`config.mk`:
```
export PLATFORM = sky130hd
export DESIGN_NAME = csv_field_splitter_unit
export DESIGN_NICKNAME = d
export VERILOG_FILES = /design/src/rtl/csvfs_pkg.sv /design/src/rtl/csvfs_front.sv /design/src/rtl/csvfs_queue.sv /design/src/rtl/csvfs_back.sv /design/src/rtl/csv_field_splitter_unit.sv
export VERILOG_INCLUDE_DIRS = /design/src /design/src/rtl
export SDC_FILE = /design/constraint.sdc
export NUM_CORES = 1
export LEC_CHECK = 0
export BUFFER_PORTS_ARGS = -buffer_cell sky130_fd_sc_hd__buf_2
export CORE_ASPECT_RATIO = 0.9
export CORE_MARGIN = 4
export CORE_UTILIZATION = 50
export DETAILED_ROUTE_END_ITERATION = 8
export HOLD_SLACK_MARGIN = 0.03
export PLACE_DENSITY = 0.73
export SYNTH_ARGS = -nofsm -noshare
export SYNTH_HDL_FRONTEND = slang
export SYNTH_HIERARCHICAL = 1
export SYNTH_SLANG_ARGS = --single-unit
```
`constraint.sdc`:
```
create_clock -name clk -period 2.5 [get_ports clk]
set_input_delay 0.75 -clock clk [delete_from_list [all_inputs] [get_ports clk]]
set_output_delay 0.75 -clock clk [all_outputs]
set_load 0.01 [all_outputs]
```
`src/rtl/csv_field_splitter_unit_defines.svh`:
```
// Assertion macros shared by the CSV field splitter RTL.
// No dependencies; included by the modules that carry assertions.
`ifndef CSV_FIELD_SPLITTER_UNIT_DEFINES_SVH
`define CSV_FIELD_SPLITTER_UNIT_DEFINES_SVH

// Same-cycle implication, disabled while reset is asserted.
`define CSVFS_ASSERT_IMP(lbl, clk_s, rstn_s, ante, cons, msg) \
	lbl: assert property (@(posedge clk_s) disable iff (!rstn_s) (ante) |-> (cons)) \
		else $error(msg);

// Next-cycle implication, disabled while reset is asserted.
`define CSVFS_ASSERT_NXT(lbl, clk_s, rstn_s, ante, cons, msg) \
	lbl: assert property (@(posedge clk_s) disable iff (!rstn_s) (ante) |=> (cons)) \
		else $error(msg);

`endif

```
`src/rtl/csvfs_pkg.sv`:
```
// Types and constants for the CSV field splitter.
// No dependencies; imported by every module of the block.
package csvfs_pkg;

	localparam int unsigned MAX_SEPARATORS = 4;
	localparam int unsigned NUM_SEP_REGS   = 4;
	localparam int unsigned QUEUE_DEPTH    = 4;

	localparam logic [7:0] QUOTE_CH = 8'h22;
	localparam logic [7:0] CR_CH    = 8'h0D;
	localparam logic [7:0] LF_CH    = 8'h0A;

	localparam logic [2:0] SEP_COUNT_RST  = 3'd1;
	localparam logic [7:0] SEP_BYTE_0_RST = 8'd44;

	typedef enum logic [2:0] {
		REG_SEP_COUNT  = 3'd0,
		REG_SEP_BYTE_0 = 3'd1,
		REG_SEP_BYTE_1 = 3'd2,
		REG_SEP_BYTE_2 = 3'd3,
		REG_SEP_BYTE_3 = 3'd4
	} cfg_reg_t;

	typedef enum logic {
		REQ_TEXT  = 1'b0,
		REQ_FLUSH = 1'b1
	} req_t;

	typedef enum logic [1:0] {
		MODE_START  = 2'd0,
		MODE_PLAIN  = 2'd1,
		MODE_QUOTED = 2'd2,
		MODE_QSEEN  = 2'd3
	} mode_t;

	typedef enum logic [1:0] {
		KIND_BYTE       = 2'd0,
		KIND_FIELD_END  = 2'd1,
		KIND_RECORD_END = 2'd2
	} kind_t;

	// Work orders passed from the parser to the output side.
	typedef enum logic [1:0] {
		OP_BYTE         = 2'd0,
		OP_FIELD_END    = 2'd1,
		OP_RECORD_END   = 2'd2,
		OP_FIELD_RECORD = 2'd3
	} op_t;

endpackage

```
`src/rtl/csvfs_front.sv`:
```
// Parser front end: configuration registers, separator match and parse state.
// Depends on csvfs_pkg; pushes one encoded operation per result-bearing beat.
module csvfs_front import csvfs_pkg::*; #(
	parameter int unsigned MAX_FIELDS = 1024,
	parameter int unsigned FW = $clog2(MAX_FIELDS),
	parameter int unsigned EW = 2 + 8 + FW
) (
	input  logic          clk,
	input  logic          arst_n,
	input  logic          cfg_we,
	input  logic [2:0]    cfg_index,
	input  logic [7:0]    cfg_data,
	input  logic          in_valid,
	output logic          in_ready,
	input  logic          req_type,
	input  logic [7:0]    ch,
	input  logic          q_full,
	output logic          push,
	output logic [EW-1:0] push_entry
);

	localparam logic [FW-1:0] FIELD_MAX = FW'(MAX_FIELDS - 1);

	logic [2:0]    sep_count_q;
	logic [7:0]    sep_byte_q [NUM_SEP_REGS];
	mode_t         mode_q, mode_d;
	logic          after_cr_q, after_cr_d;
	logic          nonempty_q, nonempty_d;
	logic [FW-1:0] fnum_q, fnum_d;
	logic [FW-1:0] fnum_inc;
	logic          accept;
	logic          is_sep;
	logic          is_eol;
	op_t           op;
	logic [7:0]    data;
	logic [FW-1:0] idx;

	assign in_ready = !q_full;
	assign accept   = in_valid && in_ready;
	assign is_eol   = (ch == CR_CH) || (ch == LF_CH);
	assign fnum_inc = (fnum_q == FIELD_MAX) ? fnum_q : fnum_q + FW'(1);

	always_comb begin
		is_sep = 1'b0;
		for (int k = 0; k < NUM_SEP_REGS; k++) begin
			if ((3'(k) < sep_count_q) && (k < MAX_SEPARATORS) && (sep_byte_q[k] == ch)) begin
				is_sep = 1'b1;
			end
		end
	end

	always_ff @(posedge clk or negedge arst_n) begin
		if (!arst_n) begin
			sep_count_q   <= SEP_COUNT_RST;
			sep_byte_q[0] <= SEP_BYTE_0_RST;
			sep_byte_q[1] <= '0;
			sep_byte_q[2] <= '0;
			sep_byte_q[3] <= '0;
		end else if (cfg_we) begin
			unique case (cfg_index)
				REG_SEP_COUNT:  sep_count_q   <= cfg_data[2:0];
				REG_SEP_BYTE_0: sep_byte_q[0] <= cfg_data;
				REG_SEP_BYTE_1: sep_byte_q[1] <= cfg_data;
				REG_SEP_BYTE_2: sep_byte_q[2] <= cfg_data;
				REG_SEP_BYTE_3: sep_byte_q[3] <= cfg_data;
				default: ;
			endcase
		end
	end

	always_ff @(posedge clk or negedge arst_n) begin
		if (!arst_n) begin
			mode_q     <= MODE_START;
			after_cr_q <= 1'b0;
			nonempty_q <= 1'b0;
			fnum_q     <= '0;
		end else begin
			mode_q     <= mode_d;
			after_cr_q <= after_cr_d;
			nonempty_q <= nonempty_d;
			fnum_q     <= fnum_d;
		end
	end

	always_comb begin
		mode_d     = mode_q;
		after_cr_d = after_cr_q;
		nonempty_d = nonempty_q;
		fnum_d     = fnum_q;
		push       = 1'b0;
		op         = OP_BYTE;
		data       = '0;
		idx        = fnum_q;
		if (accept) begin
			if (req_type == REQ_FLUSH) begin
				after_cr_d = 1'b0;
				if (nonempty_q) begin
					push = 1'b1;
					op   = OP_FIELD_RECORD;
				end
				mode_d     = MODE_START;
				nonempty_d = 1'b0;
				fnum_d     = '0;
			end else if (after_cr_q && (ch == LF_CH)) begin
				// The LF of a CR+LF pair has already been accounted for.
				after_cr_d = 1'b0;
			end else begin
				after_cr_d = (ch == CR_CH);
				if (is_eol) begin
					push = 1'b1;
					if (nonempty_q) begin
						op = OP_FIELD_RECORD;
					end else begin
						op  = OP_RECORD_END;
						idx = '0;
					end
					mode_d     = MODE_START;
					nonempty_d = 1'b0;
					fnum_d     = '0;
				end else begin
					nonempty_d = 1'b1;
					unique case (mode_q)
						MODE_START: begin
							if (ch == QUOTE_CH) begin
								mode_d = MODE_QUOTED;
							end else if (is_sep) begin
								push   = 1'b1;
								op     = OP_FIELD_END;
								fnum_d = fnum_inc;
							end else begin
								push   = 1'b1;
								data   = ch;
								mode_d = MODE_PLAIN;
							end
						end
						MODE_PLAIN: begin
							push = 1'b1;
							if (is_sep) begin
								op     = OP_FIELD_END;
								fnum_d = fnum_inc;
								mode_d = MODE_START;
							end else begin
								data = ch;
							end
						end
						MODE_QUOTED: begin
							if (ch == QUOTE_CH) begin
								mode_d = MODE_QSEEN;
							end else begin
								push = 1'b1;
								data = ch;
							end
						end
						MODE_QSEEN: begin
							push = 1'b1;
							if (ch == QUOTE_CH) begin
								// A doubled quote stands for one literal quote.
								data   = ch;
								mode_d = MODE_QUOTED;
							end else if (is_sep) begin
								op     = OP_FIELD_END;
								fnum_d = fnum_inc;
								mode_d = MODE_START;
							end else begin
								data   = ch;
								mode_d = MODE_PLAIN;
							end
						end
						default: ;
					endcase
				end
			end
		end
	end

	assign push_entry = {op, data, idx};

endmodule

```
`src/rtl/csvfs_queue.sv`:
```
// Small register queue between the parser and the output sequencer.
// Depends on csvfs_pkg for its depth and on the assertion macro header.
`include "csv_field_splitter_unit_defines.svh"
module csvfs_queue import csvfs_pkg::*; #(
	parameter int unsigned WIDTH = 20
) (
	input  logic             clk,
	input  logic             arst_n,
	input  logic             push,
	input  logic [WIDTH-1:0] push_entry,
	input  logic             pop,
	output logic [WIDTH-1:0] head_entry,
	output logic             full,
	output logic             empty
);

	localparam int unsigned AW = $clog2(QUEUE_DEPTH);

	logic [WIDTH-1:0] mem_q [QUEUE_DEPTH];
	logic [AW-1:0]    wr_ptr_q;
	logic [AW-1:0]    rd_ptr_q;
	logic [AW:0]      cnt_q;

	assign full       = (cnt_q == (AW+1)'(QUEUE_DEPTH));
	assign empty      = (cnt_q == '0);
	assign head_entry = mem_q[rd_ptr_q];

	always_ff @(posedge clk or negedge arst_n) begin
		if (!arst_n) begin
			wr_ptr_q <= '0;
			rd_ptr_q <= '0;
			cnt_q    <= '0;
		end else begin
			if (push) begin
				wr_ptr_q <= wr_ptr_q + AW'(1);
			end
			if (pop) begin
				rd_ptr_q <= rd_ptr_q + AW'(1);
			end
			if (push && !pop) begin
				cnt_q <= cnt_q + (AW+1)'(1);
			end else if (pop && !push) begin
				cnt_q <= cnt_q - (AW+1)'(1);
			end
		end
	end

	always_ff @(posedge clk) begin
		if (push) begin
			mem_q[wr_ptr_q] <= push_entry;
		end
	end

	`CSVFS_ASSERT_IMP(a_no_push_full, clk, arst_n, push, !full, "queue pushed while full")
	`CSVFS_ASSERT_IMP(a_no_pop_empty, clk, arst_n, pop, !empty, "queue popped while empty")
	`CSVFS_ASSERT_IMP(a_cnt_range, clk, arst_n, 1'b1, cnt_q <= (AW+1)'(QUEUE_DEPTH), "queue count out of range")

endmodule

```
`src/rtl/csvfs_back.sv`:
```
// Output sequencer: expands queued operations into result beats.
// Depends on csvfs_pkg and on the assertion macro header.
`include "csv_field_splitter_unit_defines.svh"
module csvfs_back import csvfs_pkg::*; #(
	parameter int unsigned MAX_FIELDS = 1024,
	parameter int unsigned FW = $clog2(MAX_FIELDS),
	parameter int unsigned EW = 2 + 8 + FW
) (
	input  logic          clk,
	input  logic          arst_n,
	input  logic          q_empty,
	input  logic [EW-1:0] q_entry,
	output logic          pop,
	output logic          out_valid,
	input  logic          out_ready,
	output logic [1:0]    kind,
	output logic [7:0]    data_byte,
	output logic [FW-1:0] field_index,
	output logic          last
);

	localparam logic [FW-1:0] FIELD_MAX = FW'(MAX_FIELDS - 1);

	op_t           op;
	logic [7:0]    op_data;
	logic [FW-1:0] op_idx;
	logic [FW-1:0] op_cnt;
	logic          load;

	logic          out_valid_q;
	logic          phase_q;
	kind_t         kind_q;
	logic [7:0]    data_q;
	logic [FW-1:0] idx_q;
	logic          last_q;
	logic [FW-1:0] cnt_q;

	assign op      = op_t'(q_entry[EW-1 -: 2]);
	assign op_data = q_entry[FW +: 8];
	assign op_idx  = q_entry[FW-1:0];
	assign op_cnt  = (op_idx == FIELD_MAX) ? op_idx : op_idx + FW'(1);

	assign load = !out_valid_q || out_ready;
	assign pop  = load && !phase_q && !q_empty;

	always_ff @(posedge clk or negedge arst_n) begin
		if (!arst_n) begin
			out_valid_q <= 1'b0;
			phase_q     <= 1'b0;
		end else if (load) begin
			if (phase_q) begin
				out_valid_q <= 1'b1;
				phase_q     <= 1'b0;
			end else if (!q_empty) begin
				out_valid_q <= 1'b1;
				phase_q     <= (op == OP_FIELD_RECORD);
			end else begin
				out_valid_q <= 1'b0;
			end
		end
	end

	always_ff @(posedge clk) begin
		if (load) begin
			if (phase_q) begin
				// Second beat of a record close: the field count.
				kind_q <= KIND_RECORD_END;
				data_q <= '0;
				idx_q  <= cnt_q;
				last_q <= 1'b1;
			end else if (!q_empty) begin
				data_q <= op_data;
				idx_q  <= op_idx;
				last_q <= (op != OP_FIELD_RECORD);
				cnt_q  <= op_cnt;
				unique case (op)
					OP_BYTE:         kind_q <= KIND_BYTE;
					OP_FIELD_END:    kind_q <= KIND_FIELD_END;
					OP_RECORD_END:   kind_q <= KIND_RECORD_END;
					OP_FIELD_RECORD: kind_q <= KIND_FIELD_END;
					default:         kind_q <= KIND_BYTE;
				endcase
			end
		end
	end

	assign out_valid   = out_valid_q;
	assign kind        = kind_q;
	assign data_byte   = data_q;
	assign field_index = idx_q;
	assign last        = last_q;

	`CSVFS_ASSERT_IMP(a_phase_shows_eof, clk, arst_n, phase_q, out_valid_q && (kind_q == KIND_FIELD_END) && !last_q, "pending record end without field end beat")
	`CSVFS_ASSERT_NXT(a_split_sets_phase, clk, arst_n, pop && (op == OP_FIELD_RECORD), phase_q, "record close did not schedule second beat")

endmodule

```
`src/rtl/csv_field_splitter_unit.sv`:
```
// Channel       | Dir | Handshake            | Payload
// input         | in  | in_valid/in_ready    | req_type, ch
// result        | out | out_valid/out_ready  | kind, data_byte, field_index, last
// configuration | in  | cfg_we (no wait)     | cfg_index, cfg_data
//
// One input beat is taken per cycle while the four-entry queue has room.
// Each result passes through the queue and then the output register; a record
// close with data gives two result beats from one queue entry.
// Reset clears parse state and loads the separator defaults (comma only).
// Output stalls fill the queue; input ready drops only when the queue is full.
module csv_field_splitter_unit import csvfs_pkg::*; #(
	parameter int unsigned MAX_FIELDS = 1024
) (
	input  logic                          clk,
	input  logic                          arst_n,
	input  logic                          cfg_we,
	input  logic [2:0]                    cfg_index,
	input  logic [7:0]                    cfg_data,
	input  logic                          in_valid,
	output logic                          in_ready,
	input  logic                          req_type,
	input  logic [7:0]                    ch,
	output logic                          out_valid,
	input  logic                          out_ready,
	output logic [1:0]                    kind,
	output logic [7:0]                    data_byte,
	output logic [$clog2(MAX_FIELDS)-1:0] field_index,
	output logic                          last
);

	localparam int unsigned FW = $clog2(MAX_FIELDS);
	localparam int unsigned EW = 2 + 8 + FW;

	logic          push;
	logic [EW-1:0] push_entry;
	logic          pop;
	logic [EW-1:0] head_entry;
	logic          q_full;
	logic          q_empty;

	csvfs_front #(
		.MAX_FIELDS(MAX_FIELDS),
		.FW(FW),
		.EW(EW)
	) u_front (
		.clk(clk),
		.arst_n(arst_n),
		.cfg_we(cfg_we),
		.cfg_index(cfg_index),
		.cfg_data(cfg_data),
		.in_valid(in_valid),
		.in_ready(in_ready),
		.req_type(req_type),
		.ch(ch),
		.q_full(q_full),
		.push(push),
		.push_entry(push_entry)
	);

	csvfs_queue #(
		.WIDTH(EW)
	) u_queue (
		.clk(clk),
		.arst_n(arst_n),
		.push(push),
		.push_entry(push_entry),
		.pop(pop),
		.head_entry(head_entry),
		.full(q_full),
		.empty(q_empty)
	);

	csvfs_back #(
		.MAX_FIELDS(MAX_FIELDS),
		.FW(FW),
		.EW(EW)
	) u_back (
		.clk(clk),
		.arst_n(arst_n),
		.q_empty(q_empty),
		.q_entry(head_entry),
		.pop(pop),
		.out_valid(out_valid),
		.out_ready(out_ready),
		.kind(kind),
		.data_byte(data_byte),
		.field_index(field_index),
		.last(last)
	);

endmodule

```
# --- Word level (Yosys, flattened, before mapping) ---
# Memory sizes are Yosys's and may differ from the RTL's.
# Cells that the tools add are included.
word_totals:
  reg_bits: 89
  ram_bits: 80
  n_memories: 1
  inputBits: 25
  elab_cells: 168
  out_inout_bits: 23
op_classes:
  n_mux: 71
  n_reduce_logical: 38
  n_lt_le_gt_ge: 4
  n_addsub: 6
  eq_ne: 27
  bitwise_logic: 2
memory_table:
  columns: ["memory", "words", "word_bits", "read_ports", "rd_clocked_by_memory_dff", "write_ports", "line_no", "source"]
  rows:
  - ["u_queue.mem_q", 4, 20, 1, 0, 1, "csvfs_queue.sv:19", "logic [WIDTH-1:0] mem_q [QUEUE_DEPTH];"]
op_table:
  columns: ["operator", "count"]
  rows:
  - ["$mux 10", 14]
  - ["$mux 8", 9]
  - ["$eq 8x8->1", 4]
  - ["$pmux 8 s4", 1]
  - ["$mux 2", 14]
  - ["$mux 1", 26]
  - ["$add 10x1->10 const B", 2]
  - ["$eq 10x10->1 const B", 2]
  - ["$pmux 10 s2", 1]
  - ["$eq 8x4->1 const B", 2]
  - ["$reduce_and 2->1", 7]
  - ["$logic_and 1x1->1", 10]
  - ["$eq 2x2->1 const B", 4]
  - ["$eq 8x6->1 const B", 1]
  - ["$ne 4x2->1 const B", 2]
  - ["$pmux 2 s4", 1]
  - ["$reduce_or 2->1", 4]
  - ["$eq 3x2->1 const B", 2]
  - ["$eq 3x3->1 const B", 2]
  - ["$logic_not 1->1", 6]
  - ["$logic_not 3->1", 2]
  - ["$lt 1x3->1 const A", 2]
  - ["$lt 2x3->1 const A", 2]
  - ["$mux 3", 2]
  - ["19 further kinds", 26]

# --- Longest topological paths before layout ---
# Gate-level depths: netlist (run 1).
depth:
  ltp_word: 13
  depth_mapped: 13
  depth_no_buf: 12

# --- Modules after synthesis ---
# The synthesis (run 1) kept the hierarchy.
modules_own_cells:
  columns: ["mod", "n_inst", "area_per_inst_um2", "cells_per_inst"]
  rows:
  - ["csvfs_queue", 1, 3283.1, 138]
  - ["csvfs_front", 1, 2996.6, 289]
  - ["csvfs_back", 1, 1468.9, 106]

# --- Least setup slack after synthesis (run 1) ---
# No wires, ideal clock.
synth_timing:
  kind: "input port to flip-flop"
  from: "input port ch[7]"
  to: "register u_queue.cnt_q[1]"
  t_arrival_ps: 2966
  setup_ps: 125
  path_stages: 10
  path_buffers: 1
  path_slack_ps: -591
  cell_sequence: "buf_2 nor3_1 and3_2 nand3_1 o21bai_1 nor2_1 ha_1 inv_1 fa_1 mux2_2"
synth_between:
  elab_chain_cells: 10
  elab_cells_between_ends: 16
synth_rtl:
  columns: ["item", "line_no", "source"]
  rows:
  - ["start: declaration", "csv_field_splitter_unit.sv:22", "input logic [7:0] ch,"]
  - ["$eq 8x6->1", "csvfs_front.sv:124, csvfs_front.sv:147", null]
  - ["$mux 1", "csvfs_front.sv:124", "if (ch == QUOTE_CH) begin"]
  - ["$pmux 1 s2", "csvfs_front.sv:122", "unique case (mode_q)"]
  - ["$mux 1", "csvfs_front.sv:109", "if (is_eol) begin"]
  - ["$mux 1 *", "csvfs_front.sv:104", "end else if (after_cr_q && (ch == LF_CH)) begin"]
  - ["$mux 1 *", "csvfs_front.sv:95", "if (req_type == REQ_FLUSH) begin"]
  - ["$mux 1 *", "csvfs_front.sv:94", "if (accept) begin"]
  - ["via push", "csv_field_splitter_unit.sv:34", "logic push;"]
  - ["$logic_not 1->1", "csvfs_queue.sv:42", "end else if (pop && !push) begin"]
  - ["$logic_and 1x1->1", "csvfs_queue.sv:42", null]
  - ["$reduce_bool 2->1 (no source line)", null, null]
  - ["end signal: assignment", "csvfs_queue.sv:41", "cnt_q <= cnt_q + (AW+1)'(1);"]
  - ["end signal: assignment", "csvfs_queue.sv:43", "cnt_q <= cnt_q - (AW+1)'(1);"]
  - ["end: declaration", "csvfs_queue.sv:22", "logic [AW:0] cnt_q;"]
# Mark *: on every way through the listed nets, which the timed path passes. The rest lies on a longest branch.
# A chain may end at the register's enable or synchronous reset.

# --- Worst setup path after layout (run 1) ---
# Ends and elaborated chain as after synthesis.

==> results of run 1 <==
-- critical path, stage by stage --
cell and delay, ns:
buf_2 0.11, nor3_2 0.28, and3_4 0.25, nand3_2 0.11, o21bai_4 0.19, nor2_4 0.05
ha_2 0.18, inv_1 0.06, fa_1 0.40, mux2_2 0.27
-- cell families after synthesis --
logic type,after synthesis
simple gates,139
compound gates,69
buf+inv,37
flops,169
xor+xnor,39
fa+ha+maj,12
mux,68
-- cell type report --
class                      instances  area [µm²]
clock buffer                      17         425
timing repair buffer              99         651
clock inverter                    15         159
multi-input combinational        327        2810
fill                            1117        5790
sequential                       169        4790
tap                              198         248
inverter                          15        56.3
-- registers in the layout, indices dropped and copies added (netlist names), 3 cells and up --
name,count
u_back/data_byte,8
u_back/cnt_q,10
u_front/fnum_q,10
u_back/field_index,10
u_queue/mem_q,80
u_front/sep_count_q,3
u_front/sep_byte_q,32
u_queue/cnt_q,3
-- power groups by stage --
stage          registers, mW  logic [mW]  clock network, mW
2_1_floorplan           4.22        1.87                  0
3_3_place_gp            4.17        2.68                  0
3_5_place_dp            4.22        2.78                  0
4_1_cts                 4.17        2.82               2.61
5_1_grt                 4.24        3.07               2.74
6_report                4.16        2.80               2.57
-- through the flow --
step                cell area [µm²]  total power, mW   util
floorplan                      7800             6.09      -
global placement               8550             6.86  0.573
detailed placement             8550             6.99  0.573
CTS                            9130             9.60  0.612
global route                   9140             10.1  0.612
finish                         9140             9.53  0.612
-- layout by cell type (no fill, tap or decap), drive strengths merged, types with 2 or more instances in the layout --
cell type,synthesis,final
a21o,5,5
a21oi,19,19
a31o,2,2
a31oi,14,14
and2,18,18
and3,15,15
buf,18,99
clkbuf,4,17
clkinv,0,5
dfrtp,54,54
dfstp,4,4
edfxtp,111,111
ha,11,11
inv,15,23
mux2,48,48
mux4,20,20
nand2,23,23
nand2b,3,3
nand3,10,10
nand4,8,8
nor2,20,20
nor2b,10,10
nor3,15,15
nor3b,4,4
nor4,3,3
o211ai,4,4
o21ai,17,17
or3,2,2
or4,3,3
xnor2,13,13
xor2,26,26
-- how the worst max path moves through the flow --
stage / end / slack [ns] / cells past startpoint
6_report: u_queue/cnt_q[1] / 0.15 / 10
5_1_grt: u_queue/mem_q[1][16] / 0.04 / 9
4_1_cts: u_queue/cnt_q[2] / 0.05 / 10
3_5_place_dp: u_queue/cnt_q[1] / -0.26 / 10
3_3_place_gp: u_queue/mem_q[0][16] / -0.22 / 8
2_1_floorplan: u_queue/cnt_q[1] / -0.26 / 10
-- routing by layer --
| metal | wire length, µm | vias up | track usage |
|---|---|---|---|
| met4 | 210 | 2 | 0.0483 |
| met3 | 631 | 18 | 0.0493 |
| met2 | 7660 | 117 | 0.304 |
| met5 | 13 | - | 0 |
| li1 | - | 2196 | - |
| met1 | 6620 | 2344 | 0.232 |
-- what timing repair did --
item,4_1_cts,5_1_grt
hold buffers,0,0
resized for setup,0,1
setup endpoints to repair,0,1
==> flow_summary.toml, run 1 <==
[timing]
fin_hold_ws_ns = 0.292
post-route-period-util = 0.941
slew_headroom = 0.604
fin_ws_ns = 0.147
layout_min_cycle_time_ns = 2.35
final.setup_skew_ns = 0.0122
setup_viol = 0
grt_setup_unrepaired = "no"
worst_slew_pin_slew_ns = 0.587
finalHoldViolCount = 0
drv_slew = 0
setup-tns-final_ns = 0
max_freq_mhz = 425

[die]
ios = 48
rows = 42
die_area_mm2 = 0.0176
fp.dieH_um = 126
start_util = 0.519
coreArea_mm2 = 0.0149
die_x_um = 139

[global_route]
grt_usage = 0.180
grt_pass1_vias = 4839
grt_max_degree = 26
antenna_found_initial = 1
grt_overflow_total = 0
grt_pass1_wl_um = 24900

[final_layout]
nets = 666
area_growth_pct = 17.9
stdcell_count = 840
num_antenna_cells = 0
drive_gt1_frac = 0.358

[worst_hold_path]
min_path_type = "in -> async"

[synthesis]
netlist_instances = 533
synth_mux_area_frac = 0.129
yosysTopAreaCellShare = 0.430
synth-seq-cells = 169
synthMostInstantiatedCell = "edfxtp_1"
yosys_most_used_dff = "edfxtp_1"
avgSynthCellArea_um2 = 14.5
synth_compound_area_frac = 0.0551
synth-simple-area-share = 0.102
yosysUniqueCellTypes = 58
synth_top_family_by_area = "multiplexers"
synth_adder_area_share = 0.0203
synth_area_mm2 = 0.00775
synth_xor_area_frac = 0.0470
ys_top_cells_by_area = "edfxtp_1 (43%), dfrtp_1 (17%), mux2_2 (6.8%)"
ys_seq_area_frac = 0.618
synth_fp_nets = 570
synth_edf_count = 111
synthArstFlopShare = 0.343
synth_common_cells = "edfxtp_1 (111), dfrtp_1 (54), mux2_2 (47)"
synth_top_cell_by_area = "edfxtp_1"
yosysWarnings = 6

[clocking]
cts_tree = "done"
post_cts_buffers = 0
htree_levels = 4
cts.sinks = 169
clk_latency_ns = 0.43
root_buffer = "clkbuf_16"
clkTransAtPathRegs_ns = 0.07
cts_inserted_buffers = 17
cts_buffer_depth = 2

[setup_path]
worst_ep_required_time_ns = 2.81
crit_arrival_ns = 2.66
r2r_cells = 12
rrSetupSlack_ns = 0.15
crit_path_start_kind = "input port"
regToRegEndpoint = "u_queue/cnt_q[2]"
cp_max_fo = 3
crit_start = "ch[7]"
path_class = "in -> reg"
cp-end-kind = "flop"
timing.rr.start = "u_front/mode_q[1]"

[outcome]
status = "finished clean"

[pwr]
p_int_mw = 6.58
powerDensity_mw_per_mm2 = 1040
p_comb_frac = 0.294
ir_worst_vdd_mv = 0.609
clkPwrFrac = 0.269
pwr-share-seq = 0.436
swShare = 0.309
switchingPower_mw = 2.95
p_leak_nw = 3.58

[placed_design]
dpl.hpwl_um = 10600
pre_cts_ws_ns = -0.264
port_buffers = 47
dp.cells = 808
place.gp.congestion = 0.913

[run]
drv_cap = 0

[routing]
avgRoutedWirePerCell_um = 18.0
wl_um = 15100
antenna_left = 0
drc_errors = 0
via_per_inst = 5.57
vias = 4677
initialDrtViolationCount = 342
dr.pass1.iters = 5
Note: power is estimated with default switching activity, not from simulation.
==> run 2: changes to the inputs <==
GPL_TIMING_DRIVEN = 0   (was default)
PLACE_DENSITY = 0.7   (was 0.73)
==> flow_summary.toml, run 2 (synthesized netlist as in run 1, its figures left out) <==
[routing]
wl_met2_um = 7250
via_per_inst = 5.70
initialDrtViolationCount = 279
wl_um = 14900
avgRoutedWirePerCell_um = 18.3
antenna_left = 0
dr_wl_met3_um = 832
drc_errors = 0
dr.pass1.iters = 4
wl_met1_um = 6550
vias = 4629
routed.top_layer = "met4"

[final_layout]
max_flop_register = "u_queue/mem_q"
num_antenna_cells = 0
area_growth_pct = 16.8
mostFrequentLayoutCell = "edfxtp_1"
stdcell_count = 812
fillers = 1132
nets = 638
final_cell_mix = "edfxtp_1 (111), dfrtp_1 (53), mux2_2 (47)"
drive_gt1_frac = 0.340
largest_reg_flops = 80
reg_top3 = "u_queue/mem_q (80), u_front/sep_byte_q (32)"
final_util = 0.607

[outcome]
status = "finished clean"

[global_route]
grt_usage = 0.177
grt_overflow_total = 0
grt_max_degree = 59
antenna_found_initial = 0
grt_pass1_wl_um = 24400
grt_pass1_vias = 4742

[clocking]
clk_latency_ns = 0.43
cts_inserted_buffers = 17
cts.sinks = 169
htree_levels = 4
root_buffer = "clkbuf_16"
cts_buffer_depth = 2
cts_tree = "done"
clkTransAtPathRegs_ns = 0.06

[placed_design]
place.gp.congestion = 0.848
dp.cells = 771
pre_cts_ws_ns = -0.523
port_buffers = 39
dpl.hpwl_um = 10000

[pwr]
swShare = 0.291
p_leak_nw = 3.46
p_int_mw = 6.90
pwr-share-seq = 0.425
ir_worst_vdd_mv = 0.661
switchingPower_mw = 2.84
p_comb_frac = 0.288
powerDensity_mw_per_mm2 = 1080
clkPwrFrac = 0.287
finalPower_mw = 9.74

[setup_path]
cp_max_fo = 7
worst_ep_required_time_ns = 2.82
slowest_delay_ns = 0.41
path_class = "in -> reg"
crit_path_start_kind = "input port"
path_cells = "buf_4 -> nor3b_4 -> nand2_2 -> nor3_4 -> a21oi_2 -> a21oi_2 -> nor2_4 -> ha_2 -> inv_1 -> fa_1 -> mux2_2"
crit_arrival_ns = 2.75
cp-end-kind = "flop"
cp_slowest_cell = "fa_1"
timing.critical_path.mode_cell = "a21oi_2"

[timing]
post-route-period-util = 0.974
final.setup_skew_ns = 0.00878
max_freq_mhz = 411
layout_min_cycle_time_ns = 2.43
grt_setup_unrepaired = "yes"
fin_hold_ws_ns = 0.389
worst_slew_pin_slew_ns = 0.842
finalHoldViolCount = 0
setup_viol = 0
fin_ws_ns = 0.0657
slew_headroom = 0.436
drv_slew = 0

[die]
fp.dieH_um = 126
die_x_um = 139
die_area_mm2 = 0.0176
ios = 48
start_util = 0.519
rows = 42
coreArea_mm2 = 0.0149

[worst_hold_path]
min_path_type = "in -> async"

[run]
drv_cap = 0
## run 2: cell count changes in the layout (fill, tap and decap cells not counted), moves of 3 or more
cell | before | now
buf_6 | 0 | 10
nor3_1 | 12 | 9
bufinv_16 | 1 | 4
inv_8 | 4 | 0
nor3_4 | 0 | 4
inv_6 | 4 | 1
clkbuf_8 | 0 | 3
buf_4 | 50 | 12
clkbuf_1 | 0 | 5
## run 2: path summary, 6_finish.rpt
path	from	to	slack (ns)	cells after the start
max reg2reg	u_queue/rd_ptr_q[0]	u_back/cnt_q[1]	0.10	7
min	arst_n	u_queue/cnt_q[1]	0.39	1
max	ch[0]	u_queue/cnt_q[1]	0.07	11
max in group asynchronous	arst_n	u_queue/cnt_q[0]	1.59	1
min reg2reg	u_front/sep_byte_q[0]	u_front/sep_byte_q[0]	0.53	1
min in group clk	u_front/sep_byte_q[0]	u_front/sep_byte_q[0]	0.53	1
## run 2: through the flow
stage          TNS (ns)  instance area (µm²)
3_5_place_dp     -27.69                 8260
3_3_place_gp     -31.51                 8250
2_1_floorplan    -0.409                 7800
6_report              0                 9050
4_1_cts               0                 8930
5_1_grt         -0.0361                 9050
## run 2: power groups by stage
stage | combinational [mW] | sequential, mW | clock, mW
floorplan | 1.87 | 4.22 | 0
detailed placement | 2.69 | 4.18 | 0
global placement | 2.60 | 4.14 | 0
global route | 3.10 | 4.21 | 2.97
CTS | 2.72 | 4.13 | 2.85
finish | 2.81 | 4.14 | 2.80
## run 2: routing by layer
layer,global-route usage,vias to the layer above
met5,0,-
met4,0.0754,0
met3,0.0474,22
met2,0.283,135
met1,0.232,2330
li1,-,2142
## run 2: layout make-up
type | instances | area, µm² | area share
multi-input combinational | 327 | 2880 | 0.318
buffer | 21 | 160 | 0.0177
clock inverter | 10 | 165 | 0.0182
sequential | 169 | 4790 | 0.529
inverter | 15 | 56.3 | 0.00622
tap | 198 | 248 | 0.0274
clock buffer | 22 | 474 | 0.0524
timing repair buffer | 50 | 284 | 0.0314
## run 2: what timing repair did
| item | 4_1_cts | 5_1_grt |
|---|---|---|
| buffers inserted | 2 | 8 |
| gates resized for setup | 4 | 14 |
| pin swaps | 1 | 4 |
| hold buffers | 0 | 0 |
| setup endpoints to repair | 2 | 35 |
## run 2: critical path: cells and delay by family
family / cells / cell delay (ns)
adders and majority gates: 2 / 0.60
buffers and inverters: 2 / 0.23
AOI/OAI and AO/OA: 2 / 0.28
and+or+nand+nor: 4 / 0.62
muxes: 1 / 0.27
